## config.mk

```make
export PLATFORM = sky130hd
export DESIGN_NAME = sccb_bit_master
export DESIGN_NICKNAME = d
export VERILOG_FILES = /design/src/hw/rtl/sbm_pkg.sv /design/src/hw/rtl/sccb_bit_master.sv /design/src/hw/rtl/sbm_seq.sv
export SDC_FILE = /design/constraint.sdc
export NUM_CORES = 1
export LEC_CHECK = 0
export BUFFER_PORTS_ARGS = -buffer_cell sky130_fd_sc_hd__buf_2
export CORE_MARGIN = 2
export CORE_UTILIZATION = 65
export DETAILED_ROUTE_END_ITERATION = 10
export GPL_ROUTABILITY_DRIVEN = 0
export PLACE_DENSITY = 0.89
export SLEW_MARGIN = 5
export SYNTH_ARGS = -nofsm -noshare
export SYNTH_HDL_FRONTEND = slang
export SYNTH_SLANG_ARGS = --single-unit
export TNS_END_PERCENT = 100
```

## constraint.sdc

```tcl
create_clock -name clock -period 9.3 [get_ports clock]
set_clock_uncertainty 0.15 [all_clocks]
set_input_delay 0 -clock clock [delete_from_list [all_inputs] [get_ports clock]]
set_output_delay 0 -clock clock [all_outputs]
set_load 0.01 [all_outputs]
```

## src/hw/rtl/sbm_pkg.sv

```systemverilog
// ----------------------------------------------------------------------------
// sbm_pkg
// Types, codes and helpers shared by the camera-bus bit master.
// ----------------------------------------------------------------------------
`timescale 1ns / 1ps

package sbm_pkg;

   // width of the tick counter per phase
   localparam int WAIT_WIDTH = 16;
   // configuration register width and index width
   localparam int CSR_WIDTH  = 16;
   localparam int CSR_INDEX_WIDTH = 2;

   // register indexes
   localparam logic [CSR_INDEX_WIDTH-1:0] CSR_LONG_WAIT  = 2'd0;
   localparam logic [CSR_INDEX_WIDTH-1:0] CSR_SHORT_WAIT = 2'd1;

   // register reset values
   localparam logic [CSR_WIDTH-1:0] LONG_WAIT_RESET  = 16'd500;
   localparam logic [CSR_WIDTH-1:0] SHORT_WAIT_RESET = 16'd100;

   // command codes carried in the request word
   localparam logic [2:0] KIND_TICK  = 3'd0;
   localparam logic [2:0] KIND_START = 3'd1;
   localparam logic [2:0] KIND_STOP  = 3'd2;
   localparam logic [2:0] KIND_WRITE = 3'd3;
   localparam logic [2:0] KIND_READ  = 3'd4;
   localparam logic [2:0] KIND_NACK  = 3'd5;

   // bits per byte on the bus
   localparam logic [3:0] BYTE_BITS = 4'd8;

   // bus sequencer phases
   typedef enum logic [23:0] {
      PH_IDLE  = 24'h000001,
      PH_S_DH  = 24'h000002,
      PH_S_CH  = 24'h000004,
      PH_S_DL  = 24'h000008,
      PH_S_CL  = 24'h000010,
      PH_P_DL  = 24'h000020,
      PH_P_CH  = 24'h000040,
      PH_P_DH  = 24'h000080,
      PH_N_DH  = 24'h000100,
      PH_N_CH  = 24'h000200,
      PH_N_CL  = 24'h000400,
      PH_N_DL  = 24'h000800,
      PH_W_BIT = 24'h001000,
      PH_W_CH  = 24'h002000,
      PH_W_CL  = 24'h004000,
      PH_W_GAP = 24'h008000,
      PH_W_REL = 24'h010000,
      PH_W_ACH = 24'h020000,
      PH_W_ACL = 24'h040000,
      PH_R_REL = 24'h080000,
      PH_R_PRE = 24'h100000,
      PH_R_CH  = 24'h200000,
      PH_R_CL  = 24'h400000,
      PH_FIN   = 24'h800000
   } phase_type;

   // one result word, state after the tick
   typedef struct packed {
      logic       clock_pin;
      logic       data_pin_out;
      logic       data_drive_enable;
      logic       busy_res;
      logic       done_res;
      logic       ack_ok;
      logic [7:0] read_byte;
   } result_type;

   // counter load for a wait register: zero acts as one, saturate to counter range
   function automatic logic [WAIT_WIDTH-1:0] wait_load(input logic [CSR_WIDTH-1:0] r);
      logic [WAIT_WIDTH+CSR_WIDTH-1:0] w;
      logic [WAIT_WIDTH+CSR_WIDTH-1:0] cmax;
      w    = {{WAIT_WIDTH{1'b0}}, r};
      cmax = {{CSR_WIDTH{1'b0}}, {WAIT_WIDTH{1'b1}}};
      if (w > cmax) begin
         w = cmax;
      end
      if (w == '0) begin
         w = {{(WAIT_WIDTH+CSR_WIDTH-1){1'b0}}, 1'b1};
      end
      w = w - {{(WAIT_WIDTH+CSR_WIDTH-1){1'b0}}, 1'b1};
      return w[WAIT_WIDTH-1:0];
   endfunction

endpackage

```

## src/hw/rtl/sccb_bit_master.sv

```systemverilog
// ----------------------------------------------------------------------------
// sccb_bit_master
// Bit-level two-wire camera-bus master driven by one tick word per cycle while ready.
// ----------------------------------------------------------------------------
// Each request word is one tick of bus timing and may carry a command (start,
// stop, no-ack, write byte, read byte) that is taken only while the master is
// idle. Every request word yields exactly one response word showing the clock
// line, data latch, data drive enable, busy, done, ack and read byte after
// that tick. One word is taken per clock: the sequencer updates its state and
// the response lands in the output register on the accepting edge; a new
// request is taken whenever that register is empty or being read in the same
// cycle. Phase lengths are set by the two wait registers; the user must write
// them via the csr port only while the bus is idle; the block does not check.
`timescale 1ns / 1ps

module sccb_bit_master
   import sbm_pkg::*;
(
   input  logic                       clock,
   input  logic                       reset,
   input  logic                       req_valid,
   output logic                       req_ready,
   input  logic [2:0]                 req_kind,
   input  logic [7:0]                 req_write_byte,
   input  logic                       req_data_pin_in,
   output logic                       rsp_valid,
   input  logic                       rsp_ready,
   output logic                       rsp_clock_pin,
   output logic                       rsp_data_pin_out,
   output logic                       rsp_data_drive_enable,
   output logic                       rsp_busy_res,
   output logic                       rsp_done_res,
   output logic                       rsp_ack_ok,
   output logic [7:0]                 rsp_read_byte,
   input  logic                       csr_we,
   input  logic [CSR_INDEX_WIDTH-1:0] csr_index,
   input  logic [CSR_WIDTH-1:0]       csr_wdata
);

   logic       step;
   result_type result;
   result_type rsp_ff;
   logic       rsp_valid_ff;

   // take a word when the output register is free or draining
   assign req_ready = ~rsp_valid_ff | rsp_ready;
   assign step      = req_valid & req_ready;

   sbm_seq u_seq (
      .clock       (clock),
      .reset       (reset),
      .step        (step),
      .kind        (req_kind),
      .write_byte  (req_write_byte),
      .data_pin_in (req_data_pin_in),
      .csr_we      (csr_we),
      .csr_index   (csr_index),
      .csr_wdata   (csr_wdata),
      .result      (result)
   );

   // output valid
   always_ff @(posedge clock) begin
      if (reset) begin
         rsp_valid_ff <= 1'b0;
      end else if (step) begin
         rsp_valid_ff <= 1'b1;
      end else if (rsp_ready) begin
         rsp_valid_ff <= 1'b0;
      end
   end

   // output payload
   always_ff @(posedge clock) begin
      if (step) begin
         rsp_ff <= result;
      end
   end

   assign rsp_valid             = rsp_valid_ff;
   assign rsp_clock_pin         = rsp_ff.clock_pin;
   assign rsp_data_pin_out      = rsp_ff.data_pin_out;
   assign rsp_data_drive_enable = rsp_ff.data_drive_enable;
   assign rsp_busy_res          = rsp_ff.busy_res;
   assign rsp_done_res          = rsp_ff.done_res;
   assign rsp_ack_ok            = rsp_ff.ack_ok;
   assign rsp_read_byte         = rsp_ff.read_byte;

endmodule

```

## src/hw/rtl/sbm_seq.sv

```systemverilog
// ----------------------------------------------------------------------------
// sbm_seq
// Phase sequencer: wait registers, bus state and next-tick logic.
// ----------------------------------------------------------------------------
`timescale 1ns / 1ps

module sbm_seq
   import sbm_pkg::*;
(
   input  logic                       clock,
   input  logic                       reset,
   input  logic                       step,
   input  logic [2:0]                 kind,
   input  logic [7:0]                 write_byte,
   input  logic                       data_pin_in,
   input  logic                       csr_we,
   input  logic [CSR_INDEX_WIDTH-1:0] csr_index,
   input  logic [CSR_WIDTH-1:0]       csr_wdata,
   output result_type                 result
);

   logic [CSR_WIDTH-1:0]  long_wait_ff, short_wait_ff;
   phase_type             phase_ff, phase_in, target;
   logic [2:0]            cmd_ff, cmd_in;
   logic [WAIT_WIDTH-1:0] wait_ff, wait_in;
   logic [3:0]            bit_ff, bit_in;
   logic [7:0]            shift_ff, shift_in;
   logic                  clk_ff, clk_in;
   logic                  latch_ff, latch_in;
   logic                  drive_ff, drive_in;
   logic                  ack_ff, ack_in;
   logic [7:0]            rbyte_ff, rbyte_in;
   logic                  do_enter;
   logic                  done;
   logic [WAIT_WIDTH-1:0] long_load, short_load;

   assign long_load  = wait_load(long_wait_ff);
   assign short_load = wait_load(short_wait_ff);

   // configuration writes
   always_ff @(posedge clock) begin
      if (reset) begin
         long_wait_ff  <= LONG_WAIT_RESET;
         short_wait_ff <= SHORT_WAIT_RESET;
      end else if (csr_we) begin
         if (csr_index == CSR_LONG_WAIT) begin
            long_wait_ff <= csr_wdata;
         end else if (csr_index == CSR_SHORT_WAIT) begin
            short_wait_ff <= csr_wdata;
         end
      end
   end

   // one tick of the sequencer
   always_comb begin
      phase_in = phase_ff;
      cmd_in   = cmd_ff;
      wait_in  = wait_ff;
      bit_in   = bit_ff;
      shift_in = shift_ff;
      clk_in   = clk_ff;
      latch_in = latch_ff;
      drive_in = drive_ff;
      ack_in   = ack_ff;
      rbyte_in = rbyte_ff;
      target   = PH_FIN;
      do_enter = 1'b0;
      done     = 1'b0;

      // pick the phase to enter, if any
      if (step) begin
         if (phase_ff == PH_IDLE) begin
            if (kind >= KIND_START && kind <= KIND_NACK) begin
               do_enter = 1'b1;
               cmd_in   = kind;
               bit_in   = 4'd0;
               shift_in = (kind == KIND_WRITE) ? write_byte : 8'd0;
               case (kind)
                  KIND_START: target = PH_S_DH;
                  KIND_STOP:  target = PH_P_DL;
                  KIND_WRITE: target = PH_W_BIT;
                  KIND_READ:  target = PH_R_REL;
                  default:    target = PH_N_DH;
               endcase
            end
         end else if (wait_ff != '0) begin
            wait_in = wait_ff - {{(WAIT_WIDTH-1){1'b0}}, 1'b1};
         end else begin
            do_enter = 1'b1;
            case (phase_ff)
               PH_S_DH:  target = PH_S_CH;
               PH_S_CH:  target = PH_S_DL;
               PH_S_DL:  target = PH_S_CL;
               PH_P_DL:  target = PH_P_CH;
               PH_P_CH:  target = PH_P_DH;
               PH_N_DH:  target = PH_N_CH;
               PH_N_CH:  target = PH_N_CL;
               PH_N_CL:  target = PH_N_DL;
               PH_W_BIT: target = PH_W_CH;
               PH_W_CH:  target = PH_W_CL;
               PH_W_CL: begin
                  bit_in = bit_ff + 4'd1;
                  target = (bit_in < BYTE_BITS) ? PH_W_BIT : PH_W_GAP;
               end
               PH_W_GAP: target = PH_W_REL;
               PH_W_REL: target = PH_W_ACH;
               PH_W_ACH: target = PH_W_ACL;
               PH_R_REL: target = PH_R_PRE;
               PH_R_PRE: target = PH_R_CH;
               PH_R_CH:  target = PH_R_CL;
               PH_R_CL: begin
                  bit_in = bit_ff + 4'd1;
                  target = (bit_in < BYTE_BITS) ? PH_R_PRE : PH_FIN;
               end
               default:  target = PH_FIN;
            endcase
         end
      end

      // action of the phase being entered
      if (do_enter) begin
         phase_in = target;
         case (target)
            PH_S_DH, PH_N_DH, PH_P_DH: begin
               latch_in = 1'b1;
               wait_in  = long_load;
            end
            PH_S_DL, PH_P_DL, PH_N_DL: begin
               latch_in = 1'b0;
               wait_in  = long_load;
            end
            PH_S_CH, PH_P_CH, PH_N_CH, PH_W_CH, PH_R_CH: begin
               clk_in  = 1'b1;
               wait_in = long_load;
            end
            PH_S_CL, PH_N_CL, PH_W_CL: begin
               clk_in  = 1'b0;
               wait_in = long_load;
            end
            PH_W_BIT: begin
               // msb first
               latch_in = shift_in[3'd7 - bit_in[2:0]];
               wait_in  = long_load;
            end
            PH_W_GAP: wait_in = short_load;
            PH_W_REL: begin
               drive_in = 1'b0;
               wait_in  = long_load;
            end
            PH_W_ACH: begin
               clk_in  = 1'b1;
               wait_in = short_load;
            end
            PH_W_ACL: begin
               // low data line is an acknowledge
               ack_in  = ~data_pin_in;
               clk_in  = 1'b0;
               wait_in = long_load;
            end
            PH_R_REL: begin
               drive_in = 1'b0;
               shift_in = 8'd0;
               bit_in   = 4'd0;
               wait_in  = long_load;
            end
            PH_R_PRE: wait_in = long_load;
            PH_R_CL: begin
               shift_in = {shift_in[6:0], data_pin_in};
               clk_in   = 1'b0;
               wait_in  = long_load;
            end
            default: begin
               // closing step
               if (cmd_in == KIND_READ) begin
                  rbyte_in = shift_in;
               end
               if (cmd_in == KIND_WRITE || cmd_in == KIND_READ) begin
                  drive_in = 1'b1;
               end
               phase_in = PH_IDLE;
               wait_in  = '0;
               done     = 1'b1;
            end
         endcase
      end
   end

   // bus state registers
   always_ff @(posedge clock) begin
      if (reset) begin
         phase_ff <= PH_IDLE;
         cmd_ff   <= KIND_TICK;
         wait_ff  <= '0;
         bit_ff   <= 4'd0;
         shift_ff <= 8'd0;
         clk_ff   <= 1'b1;
         latch_ff <= 1'b1;
         drive_ff <= 1'b1;
         ack_ff   <= 1'b0;
         rbyte_ff <= 8'd0;
      end else begin
         phase_ff <= phase_in;
         cmd_ff   <= cmd_in;
         wait_ff  <= wait_in;
         bit_ff   <= bit_in;
         shift_ff <= shift_in;
         clk_ff   <= clk_in;
         latch_ff <= latch_in;
         drive_ff <= drive_in;
         ack_ff   <= ack_in;
         rbyte_ff <= rbyte_in;
      end
   end

   // result word for this tick
   assign result.clock_pin         = clk_in;
   assign result.data_pin_out      = latch_in;
   assign result.data_drive_enable = drive_in;
   assign result.busy_res          = (phase_in != PH_IDLE);
   assign result.done_res          = done;
   assign result.ack_ok            = ack_in;
   assign result.read_byte         = rbyte_in;

endmodule

```

Word-level counts from Yosys, hierarchy flattened
Index checks and enable logic that the tools add are counted.
{"block": "op_classes", "addsub": 5, "order_cmp": 4, "eq_ne": 50, "muxes": 54, "bitwise": 5, "n_reduce_logical": 22}
{"cell": "$pmux W24 S18", "n": 1}
{"cell": "$mux W24", "n": 7}
{"cell": "$mux W16", "n": 7}
{"cell": "$pmux W20 S4", "n": 1}
{"cell": "$mux W8", "n": 8}
{"cell": "$eq A24 B10 Y1 const B", "n": 2}
{"cell": "$eq A24 B11 Y1 const B", "n": 2}
{"cell": "$eq A24 B13 Y1 const B", "n": 2}
{"cell": "$eq A24 B14 Y1 const B", "n": 2}
{"cell": "$eq A24 B15 Y1 const B", "n": 2}
{"cell": "$eq A24 B16 Y1 const B", "n": 2}
{"cell": "$eq A24 B17 Y1 const B", "n": 2}
{"cell": "$eq A24 B18 Y1 const B", "n": 2}
{"cell": "$eq A24 B2 Y1 const B", "n": 2}
{"cell": "$eq A24 B20 Y1 const B", "n": 2}
{"cell": "$eq A24 B21 Y1 const B", "n": 2}
{"cell": "$eq A24 B22 Y1 const B", "n": 2}
{"cell": "$eq A24 B23 Y1 const B", "n": 2}
{"cell": "$eq A24 B3 Y1 const B", "n": 2}
{"cell": "$eq A24 B4 Y1 const B", "n": 2}
{"cell": "$eq A24 B6 Y1 const B", "n": 2}
{"cell": "$eq A24 B7 Y1 const B", "n": 2}
{"cell": "$eq A24 B9 Y1 const B", "n": 2}
{"cell": "$sub A16 B1 Y16 const B", "n": 3}
{"cell": "42 further kinds", "n": 77}
{"block": "word_totals", "regBits": 114, "in_bits": 35, "out_inout_bits": 16, "elab_cells": 160}

Longest topological paths before layout
Gate-level depths: netlist of run 1.
{"block": "logic_depth", "depth_word": 12, "depth_mapped": 20, "depth_no_buf": 17}

Hierarchy
From an unflattened synthesis of run 1, not the netlist that was laid out.
{"block": "hier_totals", "cells_unflattened": 890, "hier_area_um2": 6929.1}
{"mod": "sbm_seq", "n_inst": 1, "cells_each": 871, "area_each_um2": 6453.7, "seq_area_each_um2": 1981.9}
{"mod": "sccb_bit_master", "n_inst": 1, "cells_each": 19, "area_each_um2": 475.5, "seq_area_each_um2": 440.4}

Worst setup path before layout of run 1
No wires, ideal clock.
{"block": "synth_path", "kind": "reg2reg", "startpoint": "reg u_seq.wait_ff[0]", "endpoint": "reg u_seq.wait_ff[10]", "setup_time_ns": 0.123, "t_arrival_ns": 3.900, "required_time_ns": 9.027, "path_slack_ns": 5.127, "stages_incl_launch_ff": 20, "n_path_buf": 4, "period_less_slack_ns": 4.173, "path_cell_list": "dfxtp_1 > inv_1 > ha_1 > nor4b_1 > nand4_1 > a311oi_1 > buf_2 > o32a_1 > or3_1 > buf_6 > buf_2 > mux2i_1 > ha_1 > clkbuf_1 > nand2_1 > or4_1 > xor2_1 > mux2i_1 > a221oi_1 > nor2_1"}
{"block": "synth_via", "elab_chain_cells": 8, "word_cells_on_any_way": 41, "classes_between": "1 x add/sub; 23 x eq/ne; 11 x mux; 6 x reduce/logical"}
{"item": "start: declaration", "line_no": "sbm_seq.sv:25", "text": "logic [WAIT_WIDTH-1:0] wait_ff, wait_in;"}
{"item": "start signal: assignment", "line_no": "sbm_seq.sv:204", "text": "wait_ff <= wait_in;"}
{"item": "$reduce_bool A16 Y1", "line_no": "sbm_seq.sv:86", "text": "end else if (wait_ff != '0) begin"}
{"item": "$mux W24", "line_no": "sbm_seq.sv:86"}
{"item": "$mux W24", "line_no": "sbm_seq.sv:72", "text": "if (phase_ff == PH_IDLE) begin"}
{"item": "$mux W24", "line_no": "sbm_seq.sv:71", "text": "if (step) begin"}
{"item": "$eq A24 B2 Y1, or another cell as far along", "line_no": "sbm_seq.sv:123", "text": "case (target)"}
{"item": "$reduce_or A20 Y1 (no line) or $reduce_or A2 Y1 (tied branches)"}
{"item": "$pmux W16 S2", "line_no": "sbm_seq.sv:123"}
{"item": "$mux W16", "line_no": "sbm_seq.sv:121", "text": "if (do_enter) begin"}
Parallel ways exist; a longest one is shown, timed or not. The select of a mux whose other input is x is not followed.
A chain may end at the register's enable or synchronous reset.

Final worst setup path of run 1
{"block": "layout_path", "startpoint": "reg u_seq.phase_ff[10]", "endpoint": "reg u_seq.wait_ff[14]"}
{"block": "layout_via", "elab_chain_cells": 9, "word_cells_on_any_way": 55, "classes_between": "42 x eq/ne; 8 x mux; 5 x reduce/logical"}
{"item": "start: declaration", "line_no": "sbm_seq.sv:23", "text": "phase_type phase_ff, phase_in, target;"}
{"item": "start signal: assignment", "line_no": "sbm_seq.sv:202", "text": "phase_ff <= phase_in;"}
{"item": "$eq A24 B23 Y1, or another cell as far along", "line_no": "sbm_seq.sv:90", "text": "case (phase_ff)"}
{"item": "$pmux W24 S18", "line_no": "sbm_seq.sv:90"}
{"item": "$mux W24", "line_no": "sbm_seq.sv:86"}
{"item": "$mux W24", "line_no": "sbm_seq.sv:72"}
{"item": "$mux W24", "line_no": "sbm_seq.sv:71"}
{"item": "$eq A24 B2 Y1, or another cell as far along", "line_no": "sbm_seq.sv:123"}
{"item": "$reduce_or A20 Y1 (no line) or $reduce_or A2 Y1 (tied branches)"}
{"item": "$pmux W16 S2", "line_no": "sbm_seq.sv:123"}
{"item": "$mux W16", "line_no": "sbm_seq.sv:121"}
Parallel ways exist; a longest one is shown, timed or not.

==> flow_summary_export.csv, run 1 <==
group,metric,value,unit
timing,finalHoldViolations,0,
timing,rsz0062_at_grt,"false",
cts,cts.sinks,114,
critical_path,arrival,5.32,ns
synth,yosys_warnings,0,
global_route,grt_use_met3,9.60,%
die,die_x,107,um
power,p_clk_share,43.3,%
placement,placed_cell_area,7090,sq um
global_route,grt_use_met1,47.8,%
critical_path,worstSetupEndpointType,"flop",
timing,setup_violations,0,
synth,ys_ff_latch,114,
placement,hpwl,12.9,mm
die,dieArea,11400,sq um
cts,cts_tree,"done",
cts,cts.clk_slew.worst_paths,0.06,ns
synth,yosys-top-cells-count,"nand2_1 (146), dfxtp_1 (100), nor2_1 (84)",
synth,yosysMostFrequentCell,"nand2_1",
final_layout,diodes,0,
power,switching_power,0.433,mW
critical_path,crit_fanout,24,
global_route,grtUsageTotal,37.8,%
final_layout,final_area,8080,sq um
drt,vias_per_cell,6.68,
worst_hold_path,hold_class,"in -> reg",
critical_path,critPathLaunchType,"flop",
power,vdd_drop_max,0.134,mV
critical_path,cpPeakStageDelay,0.67,ns
die,coreArea,10300,sq um
cts,clockBufferDepth,2,
final_layout,multi_input_area,4160,sq um
die,pin_count,51,
timing,fmax,0.196,GHz
synth,yosysUniqueCellTypes,74,
power,power_density,176,nW/um^2
critical_path,path_common_cell,"nor3_1",
timing,worstMarginPinSlew,1.15,ns
timing,min_period,5.10,ns
final_layout,fin_nets,987,
global_route,gr-total-overflow,0,
synth,yosysSeqAreaShare,35.4,%
critical_path,slowest_stage,"nand4_1",
timing,relSlewSlack,22.3,%
synth,synth_top_area_share,29.2,%
synth,synth.largest_area_cell,"dfxtp_1",
timing,drv_slew,0,
die,row_count,37,
power,switching_share,30.4,%
timing,setup_tns,0,ns
placement,port_buffers,50,
drt,wl_per_cell,19.4,um
synth,syn_inst,878,
drt,drtAntennaViolNets,0,
cts,cts_buffers,17,
power,leakagePower,3.09,nW
cts,clock_latency,0.52,ns
flow_run,max_cap_viol_count,0,
drt,drt_pass1_iterations,8,
outcome,status,"finished clean",
critical_path,crit_chain,"nor3_1 -> nand4_1 -> nor3_1 -> nor2_1 -> a31oi_1 -> or3_1 -> buf_4 -> mux2i_4 -> ha_1 -> nand2_1 -> or4_1 -> nor3_1 -> xor2_1 -> o211ai_1 -> a21oi_1",
global_route,grt_pass1_wl,34.0,mm
power,internal-power,0.993,mW
final_layout,syn2layout_area_growth,18.1,%
drt,vias,7333,
global_route,grt_pass1_vias,6793,
cts,cts-resized-gates,0,
critical_path,cpLargestDelayFamily,"simple AND/OR/NAND/NOR gates",
die,initial_utilization,66.6,%
synth,synth_area,6850,sq um
critical_path,worstSetupPathType,"reg -> reg",
cts,cts_setup_buffers,0,
die,fp.dieH,107,um
critical_path,critPathBufInv,1,
final_layout,regArea,2420,sq um
timing,finalCritPeriodShare,54.8,%
cts,cts-root-buf,"clkbuf_8",
critical_path,required,9.52,ns
final_layout,fillCellCount,698,
drt,drc_errors,0,
power,p_comb_share,18.8,%
synth,synthTopCellsByArea,"dfxtp_1 (29%), nand2_1 (8.0%), edfxtp_1 (6.1%), a21oi_1 (5.6%), nor2_1 (4.6%)",
global_route,grt_max_degree,74,
synth,syn_area_per_cell,7.80,sq um
synth,synth_edf_count,14,
power,seq_power_share,37.9,%
global_route,grt_most_used_layer,"met2",
drt,totalWireLength,21.2,mm
synth,synth_nets,916,
global_route,antenna_found_initial,0,
global_route,met2_usage,61.9,%
drt,initialDrtViolationCount,1057,
synth,synthArstFlopShare,0,%
synth,synth_ff_type,"dfxtp_1",
final_layout,drive_gt1_share,12.0,%
cts,h-tree-depth,4,
worst paths after layout:
| kind | to | start | slack (ns) | cells past startpoint |
|---|---|---|---|---|
| max | u_seq.wait_ff[14] | u_seq.phase_ff[10] | 4.20 | 15 |
| min | u_seq.long_wait_ff[8] | csr_we | 0.08 | 4 |
| max reg2reg | u_seq.wait_ff[14] | u_seq.phase_ff[10] | 4.20 | 15 |
| min reg2reg | u_seq.rbyte_ff[3] | u_seq.rbyte_ff[3] | 0.31 | 2 |
worst register-to-register path, stage by stage (launching register included):
cell,delay (ns)
dfxtp_1,0.38
nor3_1,0.43
nand4_1,0.67
nor3_1,0.62
nor2_1,0.09
a31oi_1,0.22
or3_1,0.15
buf_4,0.32
mux2i_4,0.31
ha_1,0.33
nand2_1,0.13
or4_1,0.47
nor3_1,0.28
xor2_1,0.12
o211ai_1,0.17
a21oi_1,0.08
cells by family (layout without fill, tap and decap cells):
family / Yosys count / count (layout) / synth area share [%]
buffers and inverters: 57 / 141 / 3.88
XOR/XNOR: 30 / 30 / 3.84
flip-flops: 114 / 114 / 35.4
adder cells (fa/ha/maj): 3 / 3 / 0.548
AO/OA/AOI/OAI: 183 / 183 / 16.8
multiplexers: 32 / 32 / 4.94
AND/OR/NAND/NOR: 459 / 459 / 34.6
layout by cell type (no fill, tap or decap), types with 8 or more instances in the layout:
master,n
nor4_1,26
a22oi_1,12
nor3_1,53
dlygate4sd3_1,44
a21oi_1,76
buf_2,50
xor2_1,15
o21ai_0,35
or3_1,13
a22o_1,8
nand2_1,146
clkbuf_16,16
or4_1,11
nand3_1,34
xnor2_1,15
nor2_1,84
edfxtp_1,14
mux2i_1,27
nor4b_1,9
nand4_1,9
dfxtp_1,100
nand2b_1,18
and2_1,8
per-layer routing:
metal | up-vias | routed length [um]
met5 | - | 0
met3 | 114 | 2410
met2 | 538 | 9650
li1 | 3356 | -
met4 | 0 | 921
met1 | 3325 | 8260
state kept, by name (all words and copies together), names as in the netlist:
register               cells
u_seq.rbyte_ff             8
u_seq.wait_ff             16
u_seq.drive_ff             1
rsp_valid                  1
rsp_ack_ok                 1
rsp_done_res               1
u_seq.phase_ff            24
u_seq.bit_ff               4
u_seq.shift_ff             8
u_seq.short_wait_ff       16
rsp_data_drive_enable      1
rsp_clock_pin              1
u_seq.latch_ff             1
rsp_read_byte              8
u_seq.ack_ff               1
u_seq.clk_ff               1
rsp_busy_res               1
u_seq.cmd_ff               3
u_seq.long_wait_ff        16
rsp_data_pin_out           1
final cells by class:
| type | count | area share [%] |
|---|---|---|
| tap | 136 | 2.10 |
| clock inverter | 14 | 1.72 |
| inverter | 8 | 0.371 |
| clock buffer | 18 | 5.17 |
| multi-input combinational | 707 | 51.5 |
| timing repair buffer | 101 | 9.19 |
| sequential | 114 | 30.0 |
power groups by stage:
stage | Clock [mW] | Combinational [mW] | Sequential [mW]
after floorplan | 0 | 0.182 | 0.544
after global placement | 0 | 0.237 | 0.548
after detailed placement | 0 | 0.239 | 0.548
after CTS | 0.617 | 0.256 | 0.539
after global routing | 0.644 | 0.292 | 0.543
final | 0.618 | 0.268 | 0.541
what timing repair did:
| item | CTS | global route |
|---|---|---|
| hold endpoints to repair | 74 | 0 |
| setup endpoints to repair | 0 | 0 |
| hold buffers | 44 | 0 |
stage by stage:
step | hold slack, ns | utilization (%) | total power, mW | setup WS [ns] | cells
3_3_place_gp | 0.0766 | 69.0 | 0.785 | 4.55 | 1022
4_1_cts | 0.0530 | 78.7 | 1.41 | 4.32 | 1098
5_1_grt | 0.0877 | 78.7 | 1.48 | 3.84 | 1098
3_5_place_dp | 0.0839 | 69.0 | 0.787 | 4.36 | 1022
6_report | 0.0828 | 78.7 | 1.43 | 4.20 | 1098
2_1_floorplan | -0.0260 | - | 0.726 | 5.13 | 878
Note: power is estimated with default switching activity, not from simulation.
==> run 2: changes to the inputs <==
CORE_UTILIZATION = 61   (was 65)
PLACE_DENSITY = 0.85   (was 0.89)
clock period = 4.7 ns   (was 9.3 ns; I/O delays follow)
==> flow_summary_export.csv, run 2 (synthesized netlist as in run 1, its figures left out) <==
group,metric,value,unit
cts,cts_setup_buffers,0,
drt,drtAntennaViolNets,0,
placement,dp_cells,1048,
critical_path,worstSetupEndpointType,"flop",
critical_path,critPathLaunch,"u_seq.phase_ff[4]",
worst_hold_path,min_from,"csr_wdata[5]",
worst_hold_path,holdPathStages,4,
cts,cts.sinks,114,
timing,finalHoldViolations,0,
cts,h-tree-depth,4,
drt,initialDrtViolationCount,1032,
timing,drv_slew,0,
power,leakagePower,3.25,nW
final_layout,syn2layout_area_growth,22.5,%
die,initial_utilization,62.9,%
final_layout,final_common_cell,"nand2_1",
timing,min_period,4.46,ns
die,coreArea,10900,sq um
power,internal-power,2.06,mW
final_layout,diodes,0,
drt,drt_pass1_iterations,7,
timing,relSlewSlack,23.0,%
outcome,status,"finished clean",
final_layout,largest_reg_flops,24,
power,p_clk_share,43.8,%
worst_hold_path,hold_class,"in -> reg",
final_layout,layout_common_cells,"nand2_1 (146), dfxtp_1 (100), nor2_1 (84), a21oi_1 (76)",
die,fp.dieH,110,um
flow_run,max_cap_viol_count,0,
drt,vias_per_cell,6.51,
cts,cts.clk_slew.worst_paths,0.06,ns
critical_path,reg2reg_slack,0.24,ns
die,row_count,38,
power,p_comb_share,19.1,%
critical_path,r2r-start,"u_seq.phase_ff[4]",
critical_path,worstSetupPathType,"reg -> reg",
cts,clockBufferDepth,2,
cts,clock_latency,0.53,ns
cts,cts_tree,"done",
drt,drc_errors,0,
final_layout,fin_nets,1018,
drt,wl_per_cell,18.8,um
timing,rsz0062_at_grt,"false",
cts,cts-root-buf,"clkbuf_8",
final_layout,fin_cells,1133,
global_route,antenna_found_initial,0,
die,dieArea,12100,sq um
timing,setup_tns,0,ns
critical_path,crit_fanout,15,
final_layout,drive_gt1_share,13.8,%
critical_path,rr_endpoint,"u_seq.wait_ff[10]",
timing,setup_violations,0,
critical_path,critPathLaunchType,"flop",
global_route,grt_pass1_vias,6749,
cts,cts_buffers,17,
power,switching_share,28.3,%
global_route,gr-total-overflow,0,
critical_path,arrival,4.73,ns
critical_path,required,4.97,ns
timing,worstMarginPinSlew,1.15,ns
power,switching_power,0.812,mW
timing,hold_slack,0.0867,ns
drt,totalWireLength,21.4,mm
placement,port_buffers,50,
global_route,grt_max_degree,74,
die,die_x,110,um
timing,fmax,0.224,GHz
global_route,grtUsageTotal,36.2,%
final_layout,post-route-util,77.0,%
drt,vias,7380,
worst_hold_path,holdPathEnd,"u_seq.short_wait_ff[5]",
power,seq_power_share,37.1,%
timing,finalCritPeriodShare,95.0,%
final_layout,final_area,8380,sq um
final_layout,regMostFlops,"u_seq.phase_ff",
critical_path,reg2reg_depth,13,
placement,hpwl,13.5,mm
global_route,grt_pass1_wl,33.6,mm
final_layout,fillCellCount,756,
power,power_density,343,nW/um^2
placement,placed_cell_area,7260,sq um
power,vdd_drop_max,0.426,mV
die,pin_count,51,
## run 2: cell types whose count changed in the layout (fill, tap and decap cells not counted), sizes merged
cell / change
clkinv: -4
clkbuf: +11
buf: +22
bufinv: -1
inv: -2
clkinvlp: -4
dlygate4sd3: +9
## run 2: worst max path at each step
stage	endpoint	slack, ns
final	u_seq.wait_ff[10]	0.24
after global routing	u_seq.wait_ff[14]	0.02
after CTS	u_seq.wait_ff[10]	0.39
after detailed placement	u_seq.wait_ff[10]	0.40
after global placement	u_seq.wait_ff[14]	0.52
after floorplan	u_seq.wait_ff[10]	0.53
## run 2: stage by stage
stage | setup WS, ns | power, mW
finish | 0.237 | 2.87
floorplan | 0.527 | 1.44
CTS | 0.385 | 2.86
global placement | 0.521 | 1.57
detailed placement | 0.400 | 1.57
global route | 0.0219 | 2.99
## run 2: worst max-delay path: stages (launching register included)
cell      delay, ns
dfxtp_1        0.39
nor4_4         0.50
nand4_2        0.44
o32ai_1        0.65
o32a_1         0.23
or3_1          0.29
mux2i_4        0.31
ha_1           0.24
nand2_1        0.10
or4_1          0.45
xor2_1         0.16
mux2i_1        0.10
a221oi_1       0.26
nor2_1         0.08
## run 2: final cells by class
class / count / area (sq um) / area share, %
repair buffers: 132 / 998 / 11.9
well taps: 140 / 175 / 2.09
clock buffers: 29 / 551 / 6.57
multi-input cells: 707 / 4170 / 49.7
flip-flops and latches: 114 / 2420 / 28.9
inverters: 8 / 30.0 / 0.358
clock inverters: 3 / 40.0 / 0.478
## run 2: power groups by stage
stage | sequential (mW) | combinational [mW] | clock, mW
final | 1.07 | 0.549 | 1.26
after global routing | 1.07 | 0.598 | 1.32
after CTS | 1.06 | 0.528 | 1.26
after detailed placement | 1.08 | 0.493 | 0
after global placement | 1.08 | 0.489 | 0
after floorplan | 1.08 | 0.360 | 0
## run 2: metal layers
| layer | GRT usage, % | routed length [um] | vias up |
|---|---|---|---|
| met5 | 0 | 0 | - |
| met4 | 17.1 | 986 | 0 |
| met3 | 10.6 | 2180 | 102 |
| met2 | 56.7 | 9790 | 469 |
| met1 | 45.6 | 8390 | 3393 |
| li1 | - | - | 3416 |
## run 2: repair_timing
item / CTS / global route
endpoints found under the setup margin: 0 / 2
gates resized for setup: 0 / 1
hold endpoints to repair: 79 / 0
hold buffers: 53 / 0
==> run 3: changes to the inputs <==
==> constraint.sdc (replaced) <==
create_clock -name clock -period 4.7 [get_ports clock]
set_clock_uncertainty 0.15 [all_clocks]
set_input_delay 0.94 -clock clock [delete_from_list [all_inputs] [get_ports clock]]
set_output_delay 0.94 -clock clock [all_outputs]
set_load 0.01 [all_outputs]
==> flow_summary_export.csv, run 3 (synthesized netlist as in run 1, its figures left out) <==
group,metric,value,unit
outcome,status,"finished clean",
cts,clockBufferDepth,2,
die,pin_count,51,
timing,setup_slack,0.257,ns
cts,h-tree-depth,4,
cts,cts.clk_slew.worst_paths,0.06,ns
timing,hold_slack,0.313,ns
placement,pre_cts_ws,0.298,ns
timing,rsz0062_at_grt,"false",
final_layout,regArea,2420,sq um
global_route,grt_max_degree,73,
power,power,2.83,mW
cts,cts_buffers,17,
timing,setup_violations,0,
power,power_density,359,nW/um^2
critical_path,arrival,4.67,ns
cts,cts-root-buf,"clkbuf_8",
global_route,antenna_found_initial,0,
timing,finalHoldViolations,0,
final_layout,regMostFlops,"u_seq.phase_ff",
critical_path,cpPeakStageDelay,0.63,ns
drt,totalWireLength,19.0,mm
timing,fmax,0.225,GHz
final_layout,final_common_cell,"nand2_1",
drt,drc_errors,0,
power,vdd_drop_max,0.363,mV
drt,wl_per_cell,17.6,um
final_layout,multi_input_area,4180,sq um
placement,dp_cells,1052,
global_route,gr-total-overflow,0,
timing,drv_slew,0,
cts,cts.sinks,114,
timing,finalCritPeriodShare,94.5,%
die,dieArea,12100,sq um
critical_path,worstSetupEndpointType,"flop",
final_layout,diodes,0,
global_route,grt_pass1_vias,6289,
drt,drtAntennaViolNets,0,
critical_path,critPathLaunchType,"flop",
final_layout,fillCellCount,863,
drt,vias,6872,
final_layout,fin_nets,969,
cts,cts_tree,"done",
power,leakagePower,3.08,nW
timing,relSlewSlack,37.9,%
final_layout,layout_common_cells,"nand2_1 (146), dfxtp_1 (100), nor2_1 (84), a21oi_1 (76), nor3_1 (52)",
die,die_x,110,um
global_route,grt_pass1_wl,30.7,mm
drt,vias_per_cell,6.34,
final_layout,fin_cells,1084,
final_layout,drive_gt1_share,15.6,%
die,coreArea,10900,sq um
final_layout,largest_reg_flops,24,
timing,setup_tns,0,ns
cts,holdBufCountCts,0,
timing,worstMarginPinSlew,0.925,ns
placement,hpwl,13.2,mm
drt,drt_pass1_iterations,7,
die,fp.dieH,110,um
die,row_count,38,
final_layout,syn2layout_area_growth,15.2,%
cts,clock_latency,0.54,ns
timing,min_period,4.44,ns
worst_hold_path,hold_class,"reg -> reg",
critical_path,required,4.93,ns
global_route,grtUsageTotal,32.8,%
die,initial_utilization,62.9,%
critical_path,crit_chain,"nor3_2 -> nand4_2 -> o32ai_1 -> o32a_1 -> or3_1 -> mux2i_4 -> ha_1 -> nand2_1 -> or4_1 -> nor3_1 -> xor2_1 -> o211ai_1 -> a21oi_1",
critical_path,crit_fanout,15,
cts,cts_setup_buffers,0,
critical_path,slowest_stage,"o32ai_1",
critical_path,worstSetupPathType,"reg -> reg",
placement,port_buffers,50,
flow_run,max_cap_viol_count,0,
drt,initialDrtViolationCount,859,
## run 3: cell types whose count changed in the layout (fill, tap and decap cells not counted), moves of 2 or more
cell	previous run	this run
clkinvlp_4	0	4
buf_4	29	33
clkbuf_1	4	0
dlygate4sd3_1	53	0
clkinv_2	2	4
clkbuf_8	8	2
inv_4	0	2
## run 3: metal layers
metal | global-route usage [%] | vias up | share of wire (%)
met5 | 0 | - | 0
met4 | 11.8 | 0 | 2.8
met3 | 10.8 | 60 | 10
met2 | 52.0 | 372 | 45
met1 | 41.5 | 3139 | 42
li1 | - | 3301 | -
## run 3: worst max-delay path, delay by kind of cell (launching register included)
kind,cells,cell delay [ns]
and+or+nand+nor,6,2.02
DFF,1,0.38
xor gates and xnor gates,1,0.09
adders and majority gates,1,0.22
muxes,1,0.30
AOI/OAI and AO/OA,4,1.11
## run 3: area by class of cell
cell class	count	share of cell area [%]
clock buffers	20	6.06
clock inverters	12	1.29
repair buffers	83	6.32
inverters	8	0.381
well taps	140	2.22
flip-flops and latches	114	30.7
multi-input cells	707	53.0
## run 3: what timing repair did
item,4_1_cts,5_1_grt
hold endpoints to repair,0,0
endpoints found under the setup margin,0,2
gates resized for setup,0,3
## run 3: where the power goes
group / switching (mW) / internal (mW)
Sequential: 0.0389 / 1.03
Clock: 0.466 / 0.774
Combinational: 0.333 / 0.192
## run 3: worst paths after layout
path	slack (ns)	depth (start not counted)	from	to
hold reg to reg	0.31	2	u_seq.rbyte_ff[1]	u_seq.rbyte_ff[1]
setup reg to reg	0.26	13	u_seq.phase_ff[17]	u_seq.wait_ff[14]
setup / recovery	0.26	13	u_seq.phase_ff[17]	u_seq.wait_ff[14]
hold / removal	0.31	2	u_seq.rbyte_ff[1]	u_seq.rbyte_ff[1]
## run 3: metrics by stage
step	util, %	cell area [sq um]
after floorplan	-	6850
after global placement	66.9	7290
after detailed placement	66.9	7290
after CTS	72.2	7870
after global routing	72.4	7880
final	72.4	7880
